<file path="config.mk">
export PLATFORM = sky130hd
export DESIGN_NAME = eight_channel_dma_controller
export DESIGN_NICKNAME = d
export VERILOG_FILES = /design/src/sv/ecdma_pkg.sv /design/src/sv/ecdma_move_unit.sv /design/src/sv/eight_channel_dma_controller.sv
export VERILOG_INCLUDE_DIRS = /design/src /design/src/sv
export SDC_FILE = /design/constraint.sdc
export NUM_CORES = 2
export LEC_CHECK = 0
export BUFFER_PORTS_ARGS = -buffer_cell sky130_fd_sc_hd__buf_2
export CAP_MARGIN = 20
export CELL_PAD_IN_SITES_DETAIL_PLACEMENT = 0
export CELL_PAD_IN_SITES_GLOBAL_PLACEMENT = 1
export CORE_UTILIZATION = 30
export DETAILED_ROUTE_END_ITERATION = 8
export MAX_ROUTING_LAYER = met4
export PLACE_DENSITY_LB_ADDON = 0.25
export SYNTH_ARGS = -nofsm -noshare
export SYNTH_HDL_FRONTEND = slang
export SYNTH_SLANG_ARGS = --single-unit
export TNS_END_PERCENT = 30
</file>
<file path="constraint.sdc">
create_clock -name clk -period 6.9 [get_ports clk]
set_input_delay 1.38 -clock clk [delete_from_list [all_inputs] [get_ports clk]]
set_output_delay 1.38 -clock clk [all_outputs]
set_load 0.05 [all_outputs]
</file>
<file path="src/sv/eight_channel_dma_controller_macros.svh">
// assertion macros shared by the dma controller rtl
// no dependencies; each file that asserts includes this header
`ifndef EIGHT_CHANNEL_DMA_CONTROLLER_MACROS_SVH
`define EIGHT_CHANNEL_DMA_CONTROLLER_MACROS_SVH

// same-cycle implication, checked on every edge out of reset
`define ECDMA_ASSERT_NOW(label, ante, cons) \
  label: assert property (@(posedge clk) disable iff (rst) (ante) |-> (cons)) \
    else $error("ecdma check failed: same-cycle implication");

// next-cycle implication
`define ECDMA_ASSERT_NEXT(label, ante, cons) \
  label: assert property (@(posedge clk) disable iff (rst) (ante) |=> (cons)) \
    else $error("ecdma check failed: next-cycle implication");

`endif

</file>
<file path="src/sv/ecdma_pkg.sv">
// types, constants and tables for the eight channel dma controller
// no dependencies; used by ecdma_move_unit and the top level
`timescale 1ns / 1ps

package ecdma_pkg;

  // number of implemented channels (1 to 8); the address field always has 3 channel bits
  localparam int CHANNEL_COUNT = 8;
  localparam int MAX_CHANNELS  = 8;

  typedef enum logic [1:0] {
    CMD_READ  = 2'd0,
    CMD_WRITE = 2'd1,
    CMD_START = 2'd2,
    CMD_TICK  = 2'd3
  } cmd_t;

  // register index within a channel
  localparam logic [3:0] REG_CONTROL    = 4'h0;
  localparam logic [3:0] REG_B_BASE     = 4'h1;
  localparam logic [3:0] REG_A_OFF_LO   = 4'h2;
  localparam logic [3:0] REG_A_OFF_HI   = 4'h3;
  localparam logic [3:0] REG_A_BANK     = 4'h4;
  localparam logic [3:0] REG_COUNT_LO   = 4'h5;
  localparam logic [3:0] REG_COUNT_HI   = 4'h6;
  localparam logic [3:0] REG_IND_BANK   = 4'h7;
  localparam logic [3:0] REG_TABLE_LO   = 4'h8;
  localparam logic [3:0] REG_TABLE_HI   = 4'h9;
  localparam logic [3:0] REG_LINE_COUNT = 4'ha;
  localparam logic [3:0] REG_SPARE      = 4'hb;
  localparam logic [3:0] REG_SPARE_ALT  = 4'hf;

  // bit positions inside the 5-bit flag field
  localparam int FLAG_FIXED     = 0;
  localparam int FLAG_DECREMENT = 1;
  localparam int FLAG_FROM_B    = 4;

  // wait timer increments and decrement
  localparam logic [7:0] TIMER_START  = 8'd16;
  localparam logic [7:0] TIMER_MOVE   = 8'd6;
  localparam logic [7:0] TIMER_FINISH = 8'd8;
  localparam logic [7:0] TIMER_TICK   = 8'd2;

  typedef struct packed {
    logic        from_b;
    logic [23:0] a_address;
    logic [7:0]  b_address;
    logic        last;
  } move_t;

  typedef struct packed {
    logic [15:0] a_offset;
    logic [15:0] byte_count;
    logic [1:0]  step;
    logic        done;
  } chan_upd_t;

  // b-bus offset by transfer mode and step within the pattern
  function automatic logic [1:0] b_offset(input logic [2:0] mode, input logic [1:0] step);
    logic [1:0] r;
    r = 2'd0;
    unique case (mode)
      3'd1, 3'd5: r = {1'b0, step[0]};
      3'd3, 3'd7: r = {1'b0, step[1]};
      3'd4:       r = step;
      default:    r = 2'd0;
    endcase
    return r;
  endfunction

endpackage

</file>
<file path="src/sv/ecdma_move_unit.sv">
// one byte move for the selected channel: bus addresses and stepped channel state
// depends on ecdma_pkg
`timescale 1ns / 1ps

module ecdma_move_unit (
  input  logic [2:0]           mode,
  input  logic [4:0]           flags,
  input  logic [1:0]           step,
  input  logic [7:0]           b_base,
  input  logic [15:0]          a_offset,
  input  logic [7:0]           a_bank,
  input  logic [15:0]          byte_count,
  output ecdma_pkg::move_t     move,
  output ecdma_pkg::chan_upd_t upd
);

  logic [15:0] count_dec;

  assign count_dec = byte_count - 16'd1;

  always_comb begin
    move.from_b    = flags[ecdma_pkg::FLAG_FROM_B];
    move.a_address = {a_bank, a_offset};
    move.b_address = b_base + {6'd0, ecdma_pkg::b_offset(mode, step)};
    move.last      = (count_dec == 16'd0);
  end

  always_comb begin
    upd.byte_count = count_dec;
    upd.done       = (count_dec == 16'd0);
    upd.step       = upd.done ? 2'd0 : step + 2'd1;
    if (flags[ecdma_pkg::FLAG_FIXED]) begin
      upd.a_offset = a_offset;
    end else if (flags[ecdma_pkg::FLAG_DECREMENT]) begin
      upd.a_offset = a_offset - 16'd1;
    end else begin
      upd.a_offset = a_offset + 16'd1;
    end
  end

endmodule

</file>
<file path="src/sv/eight_channel_dma_controller.sv">
// top level of the eight channel dma controller: channel register bank, engine state
// depends on ecdma_pkg, ecdma_move_unit and eight_channel_dma_controller_macros.svh
`timescale 1ns / 1ps
//
//  channel  handshake              word contents
//  -------  ---------------------  ----------------------------------------------
//  in       in_valid / in_ready    command, reg_address, write_data, start_mask
//  out      out_valid / out_ready  read_data, was_busy, move_*, one per in word
//
//  each word is registered first in the input register, then in the result
//  register; one word per cycle is sustained while out_ready holds, the update path
//  running from the input register through the engine state to the result
//  synchronous active-high rst puts every channel register at its reset value and
//  clears the engine, both stage valids and the timer
//  a stalled out side holds the result register; the input register then holds too
//  and in_ready drops only while both are full

module eight_channel_dma_controller (
  input  logic        clk,
  input  logic        rst,
  input  logic        in_valid,
  output logic        in_ready,
  input  logic [1:0]  command,
  input  logic [6:0]  reg_address,
  input  logic [7:0]  write_data,
  input  logic [7:0]  start_mask,
  output logic        out_valid,
  input  logic        out_ready,
  output logic [7:0]  read_data,
  output logic        was_busy,
  output logic        move_valid,
  output logic        move_from_b,
  output logic [23:0] move_a_address,
  output logic [7:0]  move_b_address,
  output logic        move_last
);

`include "eight_channel_dma_controller_macros.svh"

  localparam int NCH = ecdma_pkg::MAX_CHANNELS;

  // input register
  logic            s1_valid;
  ecdma_pkg::cmd_t s1_cmd;
  logic [6:0]      s1_addr;
  logic [7:0]      s1_data;
  logic [7:0]      s1_mask;
  logic            advance;

  // channel register bank
  logic [2:0]  chan_mode          [NCH];
  logic [4:0]  chan_flags         [NCH];
  logic [7:0]  chan_b_base        [NCH];
  logic [15:0] chan_a_offset      [NCH];
  logic [7:0]  chan_a_bank        [NCH];
  logic [15:0] chan_byte_count    [NCH];
  logic [7:0]  chan_indirect_bank [NCH];
  logic [15:0] chan_table_address [NCH];
  logic [7:0]  chan_line_count    [NCH];
  logic [7:0]  chan_spare_byte    [NCH];
  logic [1:0]  chan_offset_step   [NCH];
  logic [NCH-1:0] chan_active;

  // engine state
  logic [7:0]     wait_timer;
  logic [7:0]     wait_timer_next;
  logic           engine_busy;
  logic           engine_busy_next;
  logic [NCH-1:0] chan_active_next;

  // decode of the word in the input register
  logic [2:0] s1_ch;
  logic [3:0] s1_reg;
  logic       s1_ch_ok;
  logic [NCH-1:0] impl_mask;
  logic [NCH-1:0] start_sel;

  // lowest active channel
  logic       sel_found;
  logic [2:0] sel_ch;
  logic       do_move;
  logic       do_write;

  ecdma_pkg::move_t     mv;
  ecdma_pkg::chan_upd_t upd;

  // result computed from the input register
  logic [7:0] rd_byte;
  logic [7:0] res_read_data;
  logic       res_was_busy;

  assign advance  = s1_valid && (!out_valid || out_ready);
  assign in_ready = !s1_valid || advance;

  always_ff @(posedge clk) begin
    if (rst) begin
      s1_valid <= 1'b0;
    end else if (in_ready) begin
      s1_valid <= in_valid;
    end
  end

  always_ff @(posedge clk) begin
    if (in_valid && in_ready) begin
      s1_cmd  <= ecdma_pkg::cmd_t'(command);
      s1_addr <= reg_address;
      s1_data <= write_data;
      s1_mask <= start_mask;
    end
  end

  assign s1_ch    = s1_addr[6:4];
  assign s1_reg   = s1_addr[3:0];
  assign s1_ch_ok = ({1'b0, s1_ch} < 4'(ecdma_pkg::CHANNEL_COUNT));

  // channels beyond the implemented count never start
  always_comb begin
    for (int i = 0; i < NCH; i++) begin
      impl_mask[i] = (i < ecdma_pkg::CHANNEL_COUNT);
    end
  end

  assign start_sel = s1_mask & impl_mask;

  // priority pick, channel 0 first
  always_comb begin
    sel_found = 1'b0;
    sel_ch    = 3'd0;
    for (int i = NCH - 1; i >= 0; i--) begin
      if (chan_active[i]) begin
        sel_found = 1'b1;
        sel_ch    = 3'(i);
      end
    end
  end

  ecdma_move_unit u_move (
    .mode       (chan_mode[sel_ch]),
    .flags      (chan_flags[sel_ch]),
    .step       (chan_offset_step[sel_ch]),
    .b_base     (chan_b_base[sel_ch]),
    .a_offset   (chan_a_offset[sel_ch]),
    .a_bank     (chan_a_bank[sel_ch]),
    .byte_count (chan_byte_count[sel_ch]),
    .move       (mv),
    .upd        (upd)
  );

  // a tick moves a byte only when busy with the timer run out
  assign do_move  = advance && (s1_cmd == ecdma_pkg::CMD_TICK) && engine_busy &&
                    (wait_timer == 8'd0) && sel_found;
  assign do_write = advance && (s1_cmd == ecdma_pkg::CMD_WRITE) && s1_ch_ok;

  // register read mux
  always_comb begin
    unique case (s1_reg)
      ecdma_pkg::REG_CONTROL:    rd_byte = {chan_flags[s1_ch], chan_mode[s1_ch]};
      ecdma_pkg::REG_B_BASE:     rd_byte = chan_b_base[s1_ch];
      ecdma_pkg::REG_A_OFF_LO:   rd_byte = chan_a_offset[s1_ch][7:0];
      ecdma_pkg::REG_A_OFF_HI:   rd_byte = chan_a_offset[s1_ch][15:8];
      ecdma_pkg::REG_A_BANK:     rd_byte = chan_a_bank[s1_ch];
      ecdma_pkg::REG_COUNT_LO:   rd_byte = chan_byte_count[s1_ch][7:0];
      ecdma_pkg::REG_COUNT_HI:   rd_byte = chan_byte_count[s1_ch][15:8];
      ecdma_pkg::REG_IND_BANK:   rd_byte = chan_indirect_bank[s1_ch];
      ecdma_pkg::REG_TABLE_LO:   rd_byte = chan_table_address[s1_ch][7:0];
      ecdma_pkg::REG_TABLE_HI:   rd_byte = chan_table_address[s1_ch][15:8];
      ecdma_pkg::REG_LINE_COUNT: rd_byte = chan_line_count[s1_ch];
      ecdma_pkg::REG_SPARE,
      ecdma_pkg::REG_SPARE_ALT:  rd_byte = chan_spare_byte[s1_ch];
      default:                   rd_byte = 8'd0; // unmapped registers read as zero
    endcase
  end

  assign res_read_data = ((s1_cmd == ecdma_pkg::CMD_READ) && s1_ch_ok) ? rd_byte : 8'd0;
  assign res_was_busy  = (s1_cmd == ecdma_pkg::CMD_TICK) && engine_busy;

  // engine next state: timer, busy, active set
  always_comb begin
    wait_timer_next  = wait_timer;
    engine_busy_next = engine_busy;
    chan_active_next = chan_active;
    if (advance) begin
      unique case (s1_cmd)
        ecdma_pkg::CMD_START: begin
          chan_active_next = start_sel;
          engine_busy_next = (start_sel != '0);
          if (start_sel != '0) begin
            wait_timer_next = wait_timer + ecdma_pkg::TIMER_START;
          end
        end
        ecdma_pkg::CMD_TICK: begin
          if (engine_busy) begin
            if (wait_timer != 8'd0) begin
              wait_timer_next = wait_timer - ecdma_pkg::TIMER_TICK;
            end else if (sel_found) begin
              // finishing channel adds its extra wait on top of the move
              wait_timer_next = wait_timer + ecdma_pkg::TIMER_MOVE +
                                (upd.done ? ecdma_pkg::TIMER_FINISH : 8'd0);
              if (upd.done) begin
                chan_active_next[sel_ch] = 1'b0;
              end
            end else begin
              engine_busy_next = 1'b0;
            end
          end
        end
        default: begin
        end
      endcase
    end
  end

  always_ff @(posedge clk) begin
    if (rst) begin
      wait_timer  <= 8'd0;
      engine_busy <= 1'b0;
      chan_active <= '0;
    end else begin
      wait_timer  <= wait_timer_next;
      engine_busy <= engine_busy_next;
      chan_active <= chan_active_next;
    end
  end

  // channel register bank: cpu writes and the move write-back never coincide
  always_ff @(posedge clk) begin
    if (rst) begin
      for (int i = 0; i < NCH; i++) begin
        chan_mode[i]          <= 3'd7;
        chan_flags[i]         <= 5'h1f;
        chan_b_base[i]        <= 8'hff;
        chan_a_offset[i]      <= 16'hffff;
        chan_a_bank[i]        <= 8'hff;
        chan_byte_count[i]    <= 16'hffff;
        chan_indirect_bank[i] <= 8'hff;
        chan_table_address[i] <= 16'hffff;
        chan_line_count[i]    <= 8'hff;
        chan_spare_byte[i]    <= 8'hff;
        chan_offset_step[i]   <= 2'd0;
      end
    end else if (do_write) begin
      unique case (s1_reg)
        ecdma_pkg::REG_CONTROL: begin
          chan_mode[s1_ch]  <= s1_data[2:0];
          chan_flags[s1_ch] <= s1_data[7:3];
        end
        ecdma_pkg::REG_B_BASE:     chan_b_base[s1_ch]                <= s1_data;
        ecdma_pkg::REG_A_OFF_LO:   chan_a_offset[s1_ch][7:0]         <= s1_data;
        ecdma_pkg::REG_A_OFF_HI:   chan_a_offset[s1_ch][15:8]        <= s1_data;
        ecdma_pkg::REG_A_BANK:     chan_a_bank[s1_ch]                <= s1_data;
        ecdma_pkg::REG_COUNT_LO:   chan_byte_count[s1_ch][7:0]       <= s1_data;
        ecdma_pkg::REG_COUNT_HI:   chan_byte_count[s1_ch][15:8]      <= s1_data;
        ecdma_pkg::REG_IND_BANK:   chan_indirect_bank[s1_ch]         <= s1_data;
        ecdma_pkg::REG_TABLE_LO:   chan_table_address[s1_ch][7:0]    <= s1_data;
        ecdma_pkg::REG_TABLE_HI:   chan_table_address[s1_ch][15:8]   <= s1_data;
        ecdma_pkg::REG_LINE_COUNT: chan_line_count[s1_ch]            <= s1_data;
        ecdma_pkg::REG_SPARE,
        ecdma_pkg::REG_SPARE_ALT:  chan_spare_byte[s1_ch]            <= s1_data;
        default: begin
        end
      endcase
    end else if (do_move) begin
      chan_a_offset[sel_ch]    <= upd.a_offset;
      chan_byte_count[sel_ch]  <= upd.byte_count;
      chan_offset_step[sel_ch] <= upd.step;
    end
  end

  // result register
  always_ff @(posedge clk) begin
    if (rst) begin
      out_valid <= 1'b0;
    end else if (advance) begin
      out_valid <= 1'b1;
    end else if (out_ready) begin
      out_valid <= 1'b0;
    end
  end

  always_ff @(posedge clk) begin
    if (advance) begin
      read_data      <= res_read_data;
      was_busy       <= res_was_busy;
      move_valid     <= do_move;
      move_from_b    <= do_move ? mv.from_b : 1'b0;
      move_a_address <= do_move ? mv.a_address : 24'd0;
      move_b_address <= do_move ? mv.b_address : 8'd0;
      move_last      <= do_move ? mv.last : 1'b0;
    end
  end

  // idle engine never holds an active channel
  `ECDMA_ASSERT_NOW(a_idle_no_active, !engine_busy, chan_active == '0)
  // a move only ever reports from a busy tick
  `ECDMA_ASSERT_NOW(a_move_busy, out_valid && move_valid, was_busy && read_data == 8'd0)
  // last flag only comes with a move
  `ECDMA_ASSERT_NOW(a_last_move, out_valid && move_last, move_valid)
  // start with any implemented channel leaves the engine busy
  `ECDMA_ASSERT_NEXT(a_start_busy,
      advance && s1_cmd == ecdma_pkg::CMD_START && start_sel != '0, engine_busy)

endmodule

</file>
==> impl_results.md <==
- Hold_buf cts: 0
- Crit-path cells: or4_1, nor2_4, a222oi_1, nand2_1, a21oi_1, o21ai_0, a21oi_1, inv_1, ha_1, a21o_1, a21o_1, a21oi_1, o21ai_0, o31ai_1, a211oi_1, nor3_1, and3b_1, xor2_1, a21oi_1, nand2_1
- Final Cell Area: 50400 sq um
- Skew final: 0.0380 ns
- Worst skew pair latency: 0.73 ns
- Post-Synth Simple-Gate Area: 0.148
- Net switching power figure: 3.35 mW
- Placed Area: 47000 sq um
- # setup viols final: 0
- Final wirelength: 157000 um
- Num rows: 139
- Largest net degree at the start of global routing: 110
- GR Overflow Total: 0
- Max Fclk: 167 MHz
- Vias: 30400
- Die Y: 384 um
- Synthesis Warnings: 0
- Final net count: 3524
- Commonest cells post-synth: edfxtp_1 (853), or3_1 (522), nand2_1 (417)
- Post-synth EDFFs: 853
- Status: complete, no violations
- Setup TNS: 0 ns
- DP Wirelength: 101000 um
- CP max-delay cell: or4_1
- TritonCTS clock tree: built
- Synth top area share: 0.585
- Worst slew margin: 0.268
- Min Tclk post-route: 5.98 ns
- Max clock buf depth: 3
- Worst hold slack: 0.513 ns
- Synthesis-to-layout area growth: 15.0%
- DRT Pass-1 Iters: 8
- Global Route Usage Sum: 0.218
- Post-route DRC: 0
- Critical path arrival: 6.39 ns
- Port buffer count: 74
- R2R depth: 20
- Power Dens Cells: 254 nW/um^2
- Slew Limit Fails: 0
- Fraction of layout cells with a size suffix above 1: 0.190
- Clk pin slew, worst setup/hold paths: 0.06 ns
- Clock power share: 0.431
- Asr flop ratio synth: 0
- Net Count, Synth: 3470
- Synth Area in XOR/XNOR: 0.00680
- Worst-Margin Slew: 1.07 ns
- CP Capture Type: flop
- Count leader, synth: edfxtp_1
- Routed WL per cell: 28.8 um
- Core box area: 144000 sq um
- Avg Inst Size Synth: 12.8 sq um
- Type of the tightest min-delay check: flop to flop
- I/O pin count: 75
- Hold path cells: 2
- Lkg Pwr: 13.6 nW
- RSZ-0062 raised after global routing: false
- Unique masters post-synth: 84
- Yosys top cell by area: edfxtp_1
- Synth Area in Adders: 0.00720
- Logic gate share of total power: 0.108
- Num CTS Buffers: 101
- Worst VDD drop: 182 uV
- Sequential Power Share: 0.462
- Antenna diode count: 0
- Clk sink count: 874
- H-tree depth: 3
- WP data required: 7.32 ns
- Sw Share: 0.261
- Die area: 148000 sq um
- Crit Path Class: flop to flop
- Post-CTS Setup Inserts: 0
- Largest family of logic cells by synthesized area: simple AND/OR/NAND/NOR gates
- Worst flop-to-flop path endpoint: chan_a_offset[7][15]
- Most common cell on crit path: a21oi_1
- Largest cells by area after synthesis: edfxtp_1 (58%), mux4_2 (9.9%), or3_1 (7.5%), nand2_1 (3.6%), mux2i_1 (3.5%)
- Die Wd: 384 um
- Routability cong.: 0.911
- Top FF cell, synth: edfxtp_1
- Vias/cell: 5.56
- Compound-Gate Fraction of Synth Area: 0.0749
- CTS root buffer: clkbuf_16
- Vias in the first global route: 30100
- Hold Path Sink: out_valid
- Max FO, Critical Path: 19
- Post_cts resized: 0
- Mapped cell area: 43800 sq um
- Critical hold path startpoint: s1_valid
- Syn Inst Count: 3417
- Post-synthesis sequential area ratio: 0.594
- Crit path launch type: flop
- Hold Vio Cnt, Final: 0
- Initial DRC count: 3136
- Initial Util: 0.304
- Mux cell area share after synthesis: 0.137
- First-pass GRT wire length: 225000 um
- #FFs+latches synth: 874
- P_int: 9.46 mW
- Slowest stage delay, CP: 0.85 ns
- Fin crit share: 0.866
- R2R setup slack: 0.92 ns
- Maxcap violations: 0
- Launching point of the worst reg2reg path: chan_active[0]
- Final ANT Viol Nets: 0
- Initial antenna violation count: 5
## power by group through the flow
stage	Sequential (mW)	Clock, mW	Combinational [mW]
after floorplan	6.02	0	0.822
after global placement	6.02	0	1.38
after detailed placement	6.03	0	1.38
after CTS	5.91	5.62	1.38
after global routing	5.92	5.80	1.47
final	5.91	5.51	1.38
## cells by family after synthesis
logic type | after synthesis
AOI/OAI and AO/OA | 505
xor gates and xnor gates | 34
adders and majority gates | 24
buffers and inverters | 354
DFF | 874
muxes | 359
and+or+nand+nor | 1267
## cell usage in the layout (no fill, tap or decap), drive strengths merged, types with 26 or more instances in the layout
master / count
edfxtp: 853
a21oi: 96
inv: 43
nor3: 29
mux4: 192
o22ai: 61
o21ai: 166
nand2: 417
mux2i: 154
nand3: 37
or3: 522
clkinv: 43
clkbuf: 122
buf: 265
nor2: 153
a221oi: 26
## worst max-delay path by stage
stage | start | to | slack (ns) | cells past startpoint
3_5_place_dp | chan_active[2] | chan_a_offset[4][14] | 1.04 | 19
3_3_place_gp | chan_active[0] | chan_a_offset[3][14] | 1.11 | 20
4_1_cts | chan_active[2] | chan_a_offset[1][14] | 1.02 | 19
5_1_grt | chan_active[2] | wait_timer[4] | 0.52 | 18
6_report | chan_active[0] | chan_a_offset[7][15] | 0.92 | 20
2_1_floorplan | chan_active[5] | chan_a_offset[0][13] | 0.94 | 21
## flip-flops by register name (all words and copies together) (netlist names), 8 cells and up, named ones only
name / count
chan_a_bank: 64
chan_a_offset: 128
move_a_address: 24
chan_offset_step: 16
chan_byte_count: 128
read_data: 8
chan_flags: 40
chan_spare_byte: 64
chan_indirect_bank: 64
chan_mode: 24
chan_line_count: 64
chan_b_base: 64
s1_mask: 8
chan_table_address: 128
s1_data: 8
chan_active: 8
move_b_address: 8
## stage by stage
| stage | power, mW | setup WS [ns] | std cells | util |
|---|---|---|---|---|
| finish | 12.8 | 0.923 | 5459 | 0.349 |
| global route | 13.2 | 0.517 | 5459 | 0.349 |
| CTS | 12.9 | 1.02 | 5459 | 0.349 |
| detailed placement | 7.40 | 1.04 | 5271 | 0.326 |
| global placement | 7.41 | 1.11 | 5271 | 0.326 |
| floorplan | 6.84 | 0.941 | 3417 | - |
## cell type report
class                   count  area (sq um)
fillers                 13900         93800
flip-flops and latches    874         26000
multi-input cells        2189         16600
clock buffers             122          2640
well taps                1903          2380
repair buffers            265          1880
clock inverters            66           711
inverters                  40           151
## per-layer routing
metal  GRT usage  part of all wire  vias to the layer above
met2       0.341              0.47                     1173
met5           -                 0                        -
met3      0.0362             0.070                      234
met1       0.285              0.43                    15600
met4      0.0719             0.032                        0
li1            -                 -                    13400
## critical path: cells and delay by family (launching register included)
| kind | cells | cell delay (ns) |
|---|---|---|
| AOI/OAI and AO/OA | 11 | 2.32 |
| xor gates and xnor gates | 1 | 0.17 |
| adders and majority gates | 1 | 0.28 |
| buffers and inverters | 1 | 0.08 |
| DFF | 1 | 0.50 |
| and+or+nand+nor | 6 | 2.30 |
No activity file was read; power rests on OpenSTA's default activity.
